### config.mk
export PLATFORM = sky130hd
export DESIGN_NAME = lru_key_value_store
export DESIGN_NICKNAME = d
export VERILOG_FILES = /design/src/hw/rtl/lkvs_pkg.sv /design/src/hw/rtl/lkvs_ram.sv /design/src/hw/rtl/lru_key_value_store.sv
export SDC_FILE = /design/constraint.sdc
export NUM_CORES = 2
export LEC_CHECK = 0
export BUFFER_PORTS_ARGS = -buffer_cell sky130_fd_sc_hd__buf_2
export CAP_MARGIN = 10
export CORE_MARGIN = 8
export CORE_UTILIZATION = 47
export CTS_CLUSTER_SIZE = 12
export DETAILED_ROUTE_END_ITERATION = 8
export GPL_TIMING_DRIVEN = 0
export PLACE_DENSITY = 0.61
export SKIP_CTS_REPAIR_TIMING = 1
export SLEW_MARGIN = 15
export SYNTH_ARGS = -nofsm -noshare
export SYNTH_HDL_FRONTEND = slang
export SYNTH_SLANG_ARGS = --single-unit
### constraint.sdc
create_clock -name clk -period 11.8 [get_ports clk]
set_clock_uncertainty 0.15 [all_clocks]
set_input_delay 3.54 -clock clk [delete_from_list [all_inputs] [get_ports clk]]
set_output_delay 3.54 -clock clk [all_outputs]
set_load 0.05 [all_outputs]
### src/hw/rtl/lkvs_pkg.sv
package lkvs_pkg;

  localparam int LKVS_ENTRIES    = 16;
  localparam int LKVS_KEY_BITS   = 64;
  localparam int LKVS_VALUE_BITS = 64;

  localparam int FIELD_BITS     = 64;
  localparam int COUNT_BITS     = 5;
  localparam int CFG_INDEX_BITS = 2;
  localparam int CFG_DATA_BITS  = 32;

  localparam logic [2:0] ACT_INSERT   = 3'd0;
  localparam logic [2:0] ACT_LOOKUP   = 3'd1;
  localparam logic [2:0] ACT_REMOVE   = 3'd2;
  localparam logic [2:0] ACT_CLEAR    = 3'd3;
  localparam logic [2:0] ACT_CONTAINS = 3'd4;

  localparam logic [1:0] ST_DONE      = 2'd0;
  localparam logic [1:0] ST_NOT_FOUND = 2'd1;
  localparam logic [1:0] ST_EMPTY     = 2'd2;
  localparam logic [1:0] ST_FULL      = 2'd3;

  localparam logic [CFG_INDEX_BITS-1:0] CFG_LRU_ENABLE     = 2'd0;
  localparam logic [CFG_INDEX_BITS-1:0] CFG_CAPACITY_LIMIT = 2'd1;

  typedef struct packed {
    logic [2:0]            action;
    logic [FIELD_BITS-1:0] entry_key;
    logic [FIELD_BITS-1:0] entry_value;
    logic                  value_empty;
  } lkvs_cmd_t;

  typedef struct packed {
    logic                  found;
    logic [FIELD_BITS-1:0] read_value;
    logic [1:0]            status;
    logic [COUNT_BITS-1:0] evicted_count;
    logic [COUNT_BITS-1:0] occupancy;
  } lkvs_result_t;

endpackage

### src/hw/rtl/lkvs_ram.sv
module lkvs_ram #(
  parameter int WIDTH = 8,
  parameter int DEPTH = 16,
  localparam int AW = $clog2(DEPTH)
) (
  input  logic             clk,
  input  logic             wr_en,
  input  logic [AW-1:0]    wr_addr,
  input  logic [WIDTH-1:0] wr_data,
  input  logic             rd_en,
  input  logic [AW-1:0]    rd_addr,
  output logic [WIDTH-1:0] rd_data
);

  logic [WIDTH-1:0] mem [DEPTH];

  always_ff @(posedge clk) begin
    if (wr_en) begin
      mem[wr_addr] <= wr_data;
    end
    if (rd_en) begin
      rd_data <= mem[rd_addr];
    end
  end

endmodule

### src/hw/rtl/lru_key_value_store.sv
// Fully associative key/value store kept in least-recently-used order.
// Command channel: cmd is taken at a rising edge with start high and busy low.
// busy stays high until the command has finished; the result beat is shown
// on result for exactly one cycle, marked by done, and cannot be held off.
// Configuration channel: cfg_index/cfg_data are written when cfg_valid and
// cfg_ready are both high; cfg_ready is always high. Index 0 is lru_enable,
// index 1 is capacity_limit; other indexes are ignored. Write it while idle.
// Each command first sweeps the key and rank memories, one entry a cycle.
// Promotion, removal and insertion of a new key then need a second sweep
// that rewrites the ranks. The states run SEARCH, DECIDE, UPDATE (only when
// the ranks are rewritten) and FINISH, which registers done. The next
// command may be given in the cycle of done.
// The rate is set by the single read port of the memories, walked one
// entry per cycle.
// Synchronous reset empties the table, sets lru_enable to 1 and
// capacity_limit to 0; the memories are not cleared, valid bits guard them.
module lru_key_value_store import lkvs_pkg::*; #(
  parameter int ENTRIES    = LKVS_ENTRIES,
  parameter int KEY_BITS   = LKVS_KEY_BITS,
  parameter int VALUE_BITS = LKVS_VALUE_BITS
) (
  input  logic                      clk,
  input  logic                      rst,
  input  logic                      start,
  output logic                      busy,
  input  lkvs_cmd_t                 cmd,
  output logic                      done,
  output lkvs_result_t              result,
  input  logic                      cfg_valid,
  output logic                      cfg_ready,
  input  logic [CFG_INDEX_BITS-1:0] cfg_index,
  input  logic [CFG_DATA_BITS-1:0]  cfg_data
);

  localparam int IW   = $clog2(ENTRIES);
  localparam int RW   = IW;
  localparam int CW   = $clog2(ENTRIES + 1);
  localparam int CMPW = (CW > COUNT_BITS) ? CW : COUNT_BITS;
  localparam int EW   = KEY_BITS + VALUE_BITS;
  localparam logic [IW-1:0] LAST = IW'(ENTRIES - 1);

  localparam logic [1:0] S_IDLE   = 2'd0;
  localparam logic [1:0] S_SEARCH = 2'd1;
  localparam logic [1:0] S_DECIDE = 2'd2;
  localparam logic [1:0] S_UPDATE = 2'd3;
  localparam logic [1:0] S_FINISH = 2'd3 ^ 2'd3;

  localparam logic [1:0] M_NONE    = 2'd0;
  localparam logic [1:0] M_PROMOTE = 2'd1;
  localparam logic [1:0] M_DROP    = 2'd2;
  localparam logic [1:0] M_AGE     = 2'd3;

  logic [2:0]            state;
  logic [1:0]            mode;
  logic [1:0]            decide_mode;
  logic                  lru_enable;
  logic [COUNT_BITS-1:0] capacity_limit;
  logic [ENTRIES-1:0]    valid;
  logic [CW-1:0]         count;
  lkvs_cmd_t             cmd_q;

  logic                  issue_on;
  logic [IW-1:0]         issue_idx;
  logic                  chk_on;
  logic [IW-1:0]         chk_idx;

  logic                  hit;
  logic [IW-1:0]         hit_idx;
  logic [RW-1:0]         hit_rank;
  logic [VALUE_BITS-1:0] hit_value;
  logic                  evict_on;
  logic [CMPW-1:0]       thresh;
  logic                  free_found;
  logic [IW-1:0]         free_idx;

  logic                  found_q;
  logic [FIELD_BITS-1:0] rval_q;
  logic [1:0]            status_q;
  logic [COUNT_BITS-1:0] evicted_q;

  logic                  ent_we;
  logic [IW-1:0]         ent_waddr;
  logic [EW-1:0]         ent_wdata;
  logic [EW-1:0]         ent_rdata;
  logic                  rank_we;
  logic [IW-1:0]         rank_waddr;
  logic [RW-1:0]         rank_wdata;
  logic [RW-1:0]         rank_rdata;

  logic [KEY_BITS-1:0]   key_in;
  logic [VALUE_BITS-1:0] val_in;
  logic [KEY_BITS-1:0]   rd_key;
  logic [VALUE_BITS-1:0] rd_value;
  logic [CMPW-1:0]       count_x;
  logic [CMPW-1:0]       limit_x;
  logic [CMPW-1:0]       rank_x;
  logic [CMPW-1:0]       count_kept;
  logic                  over_limit;
  logic                  table_full;
  logic                  drop_now;
  logic                  free_now;

  // The FSM uses a 3-bit vector so that FINISH gets a code of its own.
  localparam logic [2:0] ST_IDLE   = {1'b0, S_IDLE};
  localparam logic [2:0] ST_SEARCH = {1'b0, S_SEARCH};
  localparam logic [2:0] ST_DECIDE = {1'b0, S_DECIDE};
  localparam logic [2:0] ST_UPDATE = {1'b0, S_UPDATE};
  localparam logic [2:0] ST_FINISH = {1'b1, S_FINISH};

  assign busy      = (state != ST_IDLE);
  assign cfg_ready = 1'b1;

  assign key_in   = cmd_q.entry_key[KEY_BITS-1:0];
  assign val_in   = cmd_q.entry_value[VALUE_BITS-1:0];
  assign rd_key   = ent_rdata[EW-1:VALUE_BITS];
  assign rd_value = ent_rdata[VALUE_BITS-1:0];

  // Ranks of valid entries always form 0..count-1, so eviction simply drops
  // every entry whose rank is at or above limit-1, with no renumbering.
  assign count_x    = CMPW'(count);
  assign limit_x    = CMPW'(capacity_limit);
  assign rank_x     = CMPW'(rank_rdata);
  assign over_limit = lru_enable && (capacity_limit != '0) && (count_x >= limit_x);
  assign count_kept = over_limit ? (limit_x - 1'b1) : count_x;
  assign table_full = (count_kept >= CMPW'(ENTRIES));

  lkvs_ram #(
    .WIDTH (EW),
    .DEPTH (ENTRIES)
  ) u_entry_ram (
    .clk     (clk),
    .wr_en   (ent_we),
    .wr_addr (ent_waddr),
    .wr_data (ent_wdata),
    .rd_en   (issue_on),
    .rd_addr (issue_idx),
    .rd_data (ent_rdata)
  );

  lkvs_ram #(
    .WIDTH (RW),
    .DEPTH (ENTRIES)
  ) u_rank_ram (
    .clk     (clk),
    .wr_en   (rank_we),
    .wr_addr (rank_waddr),
    .wr_data (rank_wdata),
    .rd_en   (issue_on),
    .rd_addr (issue_idx),
    .rd_data (rank_rdata)
  );

  always_comb begin
    decide_mode = M_NONE;
    case (cmd_q.action)
      ACT_INSERT: begin
        if (!cmd_q.value_empty) begin
          if (hit) begin
            decide_mode = lru_enable ? M_PROMOTE : M_NONE;
          end else if (!table_full) begin
            decide_mode = M_AGE;
          end
        end
      end
      ACT_LOOKUP: begin
        if (hit && lru_enable) begin
          decide_mode = M_PROMOTE;
        end
      end
      ACT_REMOVE: begin
        if (hit) begin
          decide_mode = M_DROP;
        end
      end
      default: begin
        decide_mode = M_NONE;
      end
    endcase
  end

  // Rank rewrite: the sweep writes entry i while it reads entry i+1, so the
  // two ports never meet on one address.
  always_comb begin
    rank_we    = 1'b0;
    rank_waddr = chk_idx;
    rank_wdata = rank_rdata;
    drop_now   = 1'b0;
    free_now   = 1'b0;
    if (state == ST_UPDATE && chk_on) begin
      case (mode)
        M_PROMOTE: begin
          if (valid[chk_idx]) begin
            rank_we = 1'b1;
            if (chk_idx == hit_idx) begin
              rank_wdata = '0;
            end else if (rank_rdata < hit_rank) begin
              rank_wdata = rank_rdata + 1'b1;
            end
          end
        end
        M_DROP: begin
          if (chk_idx == hit_idx) begin
            drop_now = 1'b1;
          end else if (valid[chk_idx] && rank_rdata > hit_rank) begin
            rank_we    = 1'b1;
            rank_wdata = rank_rdata - 1'b1;
          end
        end
        M_AGE: begin
          if (!valid[chk_idx]) begin
            free_now = 1'b1;
          end else if (evict_on && rank_x >= thresh) begin
            drop_now = 1'b1;
            free_now = 1'b1;
          end else begin
            rank_we    = 1'b1;
            rank_wdata = rank_rdata + 1'b1;
          end
        end
        default: begin
          rank_we = 1'b0;
        end
      endcase
    end else if (state == ST_FINISH && mode == M_AGE) begin
      rank_we    = 1'b1;
      rank_waddr = free_idx;
      rank_wdata = '0;
    end
  end

  always_comb begin
    ent_we    = 1'b0;
    ent_waddr = hit_idx;
    ent_wdata = {key_in, val_in};
    if (state == ST_DECIDE && cmd_q.action == ACT_INSERT && !cmd_q.value_empty && hit) begin
      ent_we = 1'b1;
    end else if (state == ST_FINISH && mode == M_AGE) begin
      ent_we    = 1'b1;
      ent_waddr = free_idx;
    end
  end

  always_ff @(posedge clk) begin
    if (rst) begin
      state          <= ST_IDLE;
      mode           <= M_NONE;
      lru_enable     <= 1'b1;
      capacity_limit <= '0;
      valid          <= '0;
      count          <= '0;
      issue_on       <= 1'b0;
      issue_idx      <= '0;
      chk_on         <= 1'b0;
      chk_idx        <= '0;
      done           <= 1'b0;
    end else begin
      done    <= 1'b0;
      chk_on  <= issue_on;
      chk_idx <= issue_idx;

      if (issue_on) begin
        if (issue_idx == LAST) begin
          issue_on <= 1'b0;
        end else begin
          issue_idx <= issue_idx + 1'b1;
        end
      end

      if (cfg_valid && cfg_ready) begin
        case (cfg_index)
          CFG_LRU_ENABLE:     lru_enable     <= cfg_data[0];
          CFG_CAPACITY_LIMIT: capacity_limit <= cfg_data[COUNT_BITS-1:0];
          default: begin
          end
        endcase
      end

      case (state)
        ST_IDLE: begin
          if (start) begin
            cmd_q     <= cmd;
            hit       <= 1'b0;
            issue_on  <= 1'b1;
            issue_idx <= '0;
            state     <= ST_SEARCH;
          end
        end
        ST_SEARCH: begin
          if (chk_on) begin
            if (valid[chk_idx] && rd_key == key_in && !hit) begin
              hit       <= 1'b1;
              hit_idx   <= chk_idx;
              hit_rank  <= rank_rdata;
              hit_value <= rd_value;
            end
            if (chk_idx == LAST) begin
              state <= ST_DECIDE;
            end
          end
        end
        ST_DECIDE: begin
          found_q    <= 1'b0;
          rval_q     <= '0;
          status_q   <= ST_DONE;
          evicted_q  <= '0;
          evict_on   <= 1'b0;
          free_found <= 1'b0;
          thresh     <= limit_x - 1'b1;
          mode       <= decide_mode;
          case (cmd_q.action)
            ACT_INSERT: begin
              if (cmd_q.value_empty) begin
                status_q <= ST_EMPTY;
              end else if (hit) begin
                found_q <= 1'b1;
              end else if (table_full) begin
                status_q <= ST_FULL;
              end else begin
                evict_on  <= over_limit;
                evicted_q <= COUNT_BITS'(count_x - count_kept);
                count     <= CW'(count_kept + 1'b1);
              end
            end
            ACT_LOOKUP: begin
              if (hit) begin
                found_q <= 1'b1;
                rval_q  <= FIELD_BITS'(hit_value);
              end else begin
                status_q <= ST_NOT_FOUND;
              end
            end
            ACT_REMOVE: begin
              if (hit) begin
                found_q <= 1'b1;
                count   <= count - 1'b1;
              end else begin
                status_q <= ST_NOT_FOUND;
              end
            end
            ACT_CLEAR: begin
              valid <= '0;
              count <= '0;
            end
            ACT_CONTAINS: begin
              if (hit) begin
                found_q <= 1'b1;
              end else begin
                status_q <= ST_NOT_FOUND;
              end
            end
            default: begin
            end
          endcase
          if (decide_mode == M_NONE) begin
            state <= ST_FINISH;
          end else begin
            issue_on  <= 1'b1;
            issue_idx <= '0;
            state     <= ST_UPDATE;
          end
        end
        ST_UPDATE: begin
          if (chk_on) begin
            if (drop_now) begin
              valid[chk_idx] <= 1'b0;
            end
            if (free_now && !free_found) begin
              free_found <= 1'b1;
              free_idx   <= chk_idx;
            end
            if (chk_idx == LAST) begin
              state <= ST_FINISH;
            end
          end
        end
        ST_FINISH: begin
          if (mode == M_AGE) begin
            valid[free_idx] <= 1'b1;
          end
          done                 <= 1'b1;
          result.found         <= found_q;
          result.read_value    <= rval_q;
          result.status        <= status_q;
          result.evicted_count <= evicted_q;
          result.occupancy     <= COUNT_BITS'(count);
          state                <= ST_IDLE;
        end
        default: begin
          state <= ST_IDLE;
        end
      endcase
    end
  end

`ifndef SYNTHESIS
  a_count_matches_valid: assert property (@(posedge clk) disable iff (rst)
    (state == ST_IDLE) |-> (count == CW'($countones(valid))))
    else $error("entry count differs from the number of valid entries");

  a_free_slot_found: assert property (@(posedge clk) disable iff (rst)
    (state == ST_FINISH && mode == M_AGE) |-> free_found)
    else $error("new entry written without a free slot");

  a_done_after_finish: assert property (@(posedge clk) disable iff (rst)
    done |-> ($past(state) == ST_FINISH))
    else $error("result beat without a finished command");
`endif

endmodule

======== Word-level counts from Yosys, hierarchy flattened ========
Memory sizes are Yosys's and may differ from the RTL's. A register that Yosys moved wholly into a read port is not among the register bits.
Index checks and enable logic that the tools add are counted.
cells by class
  $add $sub $neg .......................... 7
  $lt $le $gt $ge ......................... 9
  eq/ne operators ......................... 30
  mux-type cells .......................... 92
  bitwise gates (word level) .............. 5
  reduce and logical (&&, ||, !) cells .... 43
operator list
  cell                   count
  $mux W4                17
  $eq A64 B64 Y1         1
  $mux W16               4
  $pmux W16 S3           1
  $mux W1                37
  $mux W5                5
  $ne A2 B2 Y1 const B   10
  $mux W3                6
  $and A16 B16 Y16       1
  $not A16 Y16           1
  $or A16 B16 Y16        1
  $logic_and A1 B1 Y1    15
  $pmux W5 S3            1
  $reduce_and A5 Y1      3
  $mux W2                7
  $eq A3 B2 Y1 const B   4
  $pmux W3 S4            1
  $pmux W4 S3            1
  $reduce_and A4 Y1      3
  $lt A4 B5 Y1 const B   2
  $pmux W1 S2            5
  $reduce_and A2 Y1      5
  $sub A5 B1 Y5 const B  2
  $reduce_bool A3 Y1     3
  other kinds (33)       50
word-level totals
  flip-flop bits (word level) ............. 408
  RAM bits ................................ 2112
  input bits .............................. 170
  memories ................................ 2
memories
  name             words  bits a word  rd ports  clocked after Yosys merged registers in  write ports  RTL line        RTL
  u_entry_ram.mem  16     128          1         1                                        1            lkvs_ram.sv:15  logic [WIDTH-1:0] mem [DEPTH];
  u_rank_ram.mem   16     4            1         1                                        1            lkvs_ram.sv:15

======== Logic depth before layout (Yosys ltp) ========
  depth in word-level cells ............... 12
  mapped depth ............................ 15
  depth with buffers taken out ............ 14

======== Modules after synthesis ========
A second synthesis with hierarchy kept.
second synthesis, totals
  cell total of the unflattened synthesis .. 4537
  area, all modules ....................... 99294.0 um2
modules (own cells, without submodules)
  module                   times used  cells an instance  area each (um2)  sequential area each (um2)
  lkvs_ram at u_entry_ram  1           3365               80612.3          65342.7
  lru_key_value_store      1           1042               15975.3          11821.3
  lkvs_ram at u_rank_ram   1           130                2706.3           2042.0

======== Worst setup path after synthesis ========
OpenSTA, ideal clock, no wires.
  kind .................................... input port to flip-flop
  start point ............................. input rst
  end point ............................... register cmd_q[0] (netlist bit), enable pin
  library setup time ...................... 0.625 ns
  arrival time ............................ 9.447 ns
  required time ........................... 11.025 ns
  path slack .............................. 1.578 ns
  stages .................................. 3
  path through ............................ clkbuf_1 buf_1 nor2_1
on the way
  cells in the longest elaborated chain, start to end .. 2
RTL lines
  element                             RTL line                    RTL
  start: declaration                  lru_key_value_store.sv:23   input logic rst,
  $not A1 Y1 (no source line)         n/a
  $reduce_and A3 Y1 (no source line)  n/a
  end signal: assignment              lru_key_value_store.sv:281  cmd_q <= cmd;
  end: declaration                    lru_key_value_store.sv:60   lkvs_cmd_t cmd_q;
No other way between the ends.
A chain may end at the register's enable or synchronous reset.

======== Worst setup path after layout ========
  start point ............................. register cmd_q (netlist bit key_in[52])
  end point ............................... register hit_value[39], enable pin
on the way
  cells in the longest elaborated chain, start to end .. 4
RTL lines
  element                             RTL line                    RTL
  $eq A64 B64 Y1                      lru_key_value_store.sv:290  if (valid[chk_idx] && rd_key == key_in && !hit) begin
  $logic_and A1 B1 Y1 (2 in a row)    lru_key_value_store.sv:290
  $reduce_and A4 Y1 (no source line)  n/a
  end signal: assignment              lru_key_value_store.sv:294  hit_value <= rd_value;
  end: declaration                    lru_key_value_store.sv:70   logic [VALUE_BITS-1:0] hit_value;
No other way between the ends.

==> impl_metrics.csv <==
group,metric,value,unit
clocking,root_buffer,"clkbuf_16",
clocking,cts.sinks,2652,
clocking,clock_latency,920,ps
timing,worst_slew_pin_slew,1150,ps
synth,syn_nets,4299,
global_routing,grt-ovfl-total,0,
worst_setup_path,worst-setup-path-type,"register to register",
pwr,power_density,166,nW/um^2
timing,layout_setup_ws,6100,ps
floorplan,start_util,47.2,%
floorplan,boundaryPins,250,
routing,drc,0,
synth,synth_top_area_share,79.3,%
routing,wl_per_cell,31.3,um
synth,synth_most_common_cell,"edfxtp_1",
global_routing,antenna_found_initial,11,
routing,route.vias.total,46565,
worst_setup_path,reg2reg_to,"hit_value[39]",
floorplan,chipWidth,474,um
timing,fin_setup_tns,0,ps
cells_and_area,final_cells,7742,
worst_setup_path,cp_max_fo,17,
synth,ys_warn_count,0,
min_path,whs_endpoint,"hit_value[15]",
routing,first_pass_iters,6,
worst_setup_path,crit_arrival,6160,ps
synth,ys_top_cells_by_area,"edfxtp_1 (79%), mux4_2 (15%), dfxtp_1 (0.87%), and2_1 (0.46%), clkbuf_1 (0.43%)",
timing,period_share,48.3,%
cells_and_area,drive_gt1_share,29.8,%
floorplan,die_y,474,um
global_routing,grt_pass1_vias,47138,
synth,ys_types,75,
worst_setup_path,crit_slowest_cell,"nor4_1",
routing,ant_nets,0,
floorplan,core-area,209000,sq um
cells_and_area,syn2layout_area_growth,16.9,%
synth,yosys.area.top_type,"edfxtp_1",
place,io_buffers,220,
floorplan,rows,168,
routing,drtIter0Drc,5163,
global_routing,grt_use_total,21.3,%
synth,synth-main-ff-cell,"edfxtp_1",
pwr,p_leak,35.5,nW
clocking,cts_buffers,291,
job,max_cap_violations,0,
pwr,ir_drop,0.175,mV
routing,viasPerCell,6.01,
synth,synth.avg_cell_area,24.1,sq um
synth,synthTopCellsByCount,"edfxtp_1 (2609), mux4_2 (662), clkbuf_1 (114)",
min_path,min_path_cells,0,
worst_setup_path,path_cells,"xnor2_1 > o221ai_1 > a2111oi_0 > nand4_1 > nor4_1 > nand4_1 > nor3_2 > buf_6 > buf_4 > buf_6 > buf_4 > buf_4 > buf_6",
timing,slew_headroom,23.5,%
worst_setup_path,end_kind,"register",
cells_and_area,nets,4981,
synth,yosysSeqAreaShare,80.2,%
place,finalWeightedCongestion,0.802,
worst_setup_path,worst_ep_required_time,12260,ps
worst_setup_path,startpoint_type,"register",
place,placed_cells,7296,
clocking,clock_path_buffers,4,
floorplan,dieArea,225000,sq um
clocking,htreeDepth,5,
pwr,power,0.0192,W
clocking,cts_tree,"yes",
place,hpwl,155000,um
clocking,clk_pin_slew,60,ps
global_routing,grt_pass1_wl,345000,um
worst_setup_path,slowest_delay,700,ps
worst_setup_path,r2r-start,"key_in[52]",
synth,synth_edf_count,2609,
status,status,"completed",
timing,post-route-min-period,5700,ps
place,pre_cts_ws,5250,ps
synth,netlist_area,98800,sq um
worst_setup_path,rr_worst_depth,13,
timing,maxSlewViolCount,0,
routing,wirelength,242000,um
timing,setup_violations,0,
timing,rsz0062_at_grt,"no",
worst_setup_path,ff2ff_setup_slack,6100,ps
timing,hold_viol_final,0,
cells_and_area,fin_util,55.2,%
min_path,hp-start,"u_entry_ram.rd_data[15]",
synth,synth_seq_cells,2652,
timing,fmax,0.175,GHz
synth,synthCells,4105,
min_path,min_path_type,"register to register",
synth,async_reset_ff_share,0,%
global_routing,grt_max_degree,39,
[per-layer routing]
metal | vias up | GRT usage (%) | wire length [um]
li1 | 18825 | - | -
met1 | 25451 | 31.5 | 104000
met4 | 2 | 4.92 | 5580
met2 | 1910 | 33.8 | 115000
met3 | 377 | 3.61 | 17500
met5 | - | 0 | 13
[final cells by class]
cell class	instances	area, sq um
fillers	15554	93900
flip-flops and latches	2652	79200
multi-input cells	1232	18900
clock buffers	372	7770
repair buffers	389	4660
well taps	2805	3510
plain buffers	182	767
clock inverters	69	526
inverters	39	146
diodes	2	5.00
[flip-flops by register name, indices dropped and copies added, names as in the netlist, 3 cells and up]
register	cells
chk_idx	4
cmd_q	4
result	77
valid	16
evicted_q	5
u_entry_ram.mem	2048
count	5
free_idx	4
issue_idx	4
hit_idx	4
capacity_limit	5
hit_value	64
rval_q	64
state	3
val_in	64
u_rank_ram.mem	64
key_in	64
u_rank_ram.rd_data	4
u_entry_ram.rd_data	128
thresh	5
hit_rank	4
[critical path: cells and delay by family, from the launching register on]
kind            cells  cell delay, ps
simple gates        4            2230
compound gates      2             590
flops               1             610
buf+inv             6            1240
xor+xnor            1             530
[stage by stage]
step	hold slack [ps]	area [sq um]
after global placement	251	103000
after global routing	269	115000
after detailed placement	255	107000
final	257	115000
after CTS	246	115000
after floorplan	250	98800
[where the power goes]
part / internal [W] / leakage [nW] / switching (W)
logic: 0.000248 / 7.59 / 0.000292
registers: 0.0104 / 23.9 / 0.0000931
clock network: 0.00476 / 4.02 / 0.00342
total: 0.0154 / 35.5 / 0.00381
[layout by cell type (no fill, tap or decap), types with 9 or more instances in the layout]
| cell type | instances |
|---|---|
| edfxtp_1 | 2609 |
| mux4_2 | 662 |
| clkbuf_16 | 299 |
| buf_2 | 229 |
| clkbuf_1 | 163 |
| buf_12 | 106 |
| and2_1 | 73 |
| nor2_1 | 64 |
| buf_16 | 46 |
| clkinv_1 | 45 |
| clkbuf_2 | 43 |
| dfxtp_1 | 42 |
| xnor2_1 | 40 |
| inv_1 | 38 |
| buf_1 | 35 |
| xor2_1 | 33 |
| nand2_1 | 32 |
| a21oi_1 | 28 |
| nand3_1 | 25 |
| a31oi_1 | 23 |
| ha_1 | 23 |
| nor2b_1 | 18 |
| nor2_4 | 18 |
| o21ai_0 | 17 |
| nand4_1 | 14 |
| a211oi_1 | 14 |
| nor4_1 | 14 |
| mux2i_1 | 13 |
| buf_4 | 11 |
| clkinv_2 | 9 |
[how the worst max path moves through the flow]
stage,startpoint,end,slack (ps),cells after the start
5_1_grt,key_in[52],hit_value[39],6010,13
3_5_place_dp,rst,hit_value[33],5250,9
3_3_place_gp,rst,key_in[25],-6540,3
4_1_cts,state[0],busy,6130,4
2_1_floorplan,rst,cmd_q[0],1580,3
6_report,key_in[52],hit_value[39],6100,13
[cell families (layout without fill, tap and decap cells)]
| logic type | count (synthesis) | after routing | share of synthesized area, % |
|---|---|---|---|
| flops | 2652 | 2652 | 80.2 |
| xor+xnor | 73 | 73 | 0.647 |
| other cells | 1 | 3 | 0.00380 |
| compound gates | 157 | 157 | 1.14 |
| simple gates | 300 | 300 | 1.61 |
| buf+inv | 221 | 1051 | 0.869 |
| mux | 677 | 677 | 15.2 |
| fa+ha+maj | 24 | 24 | 0.312 |
No activity file was read; power rests on OpenSTA's default activity.
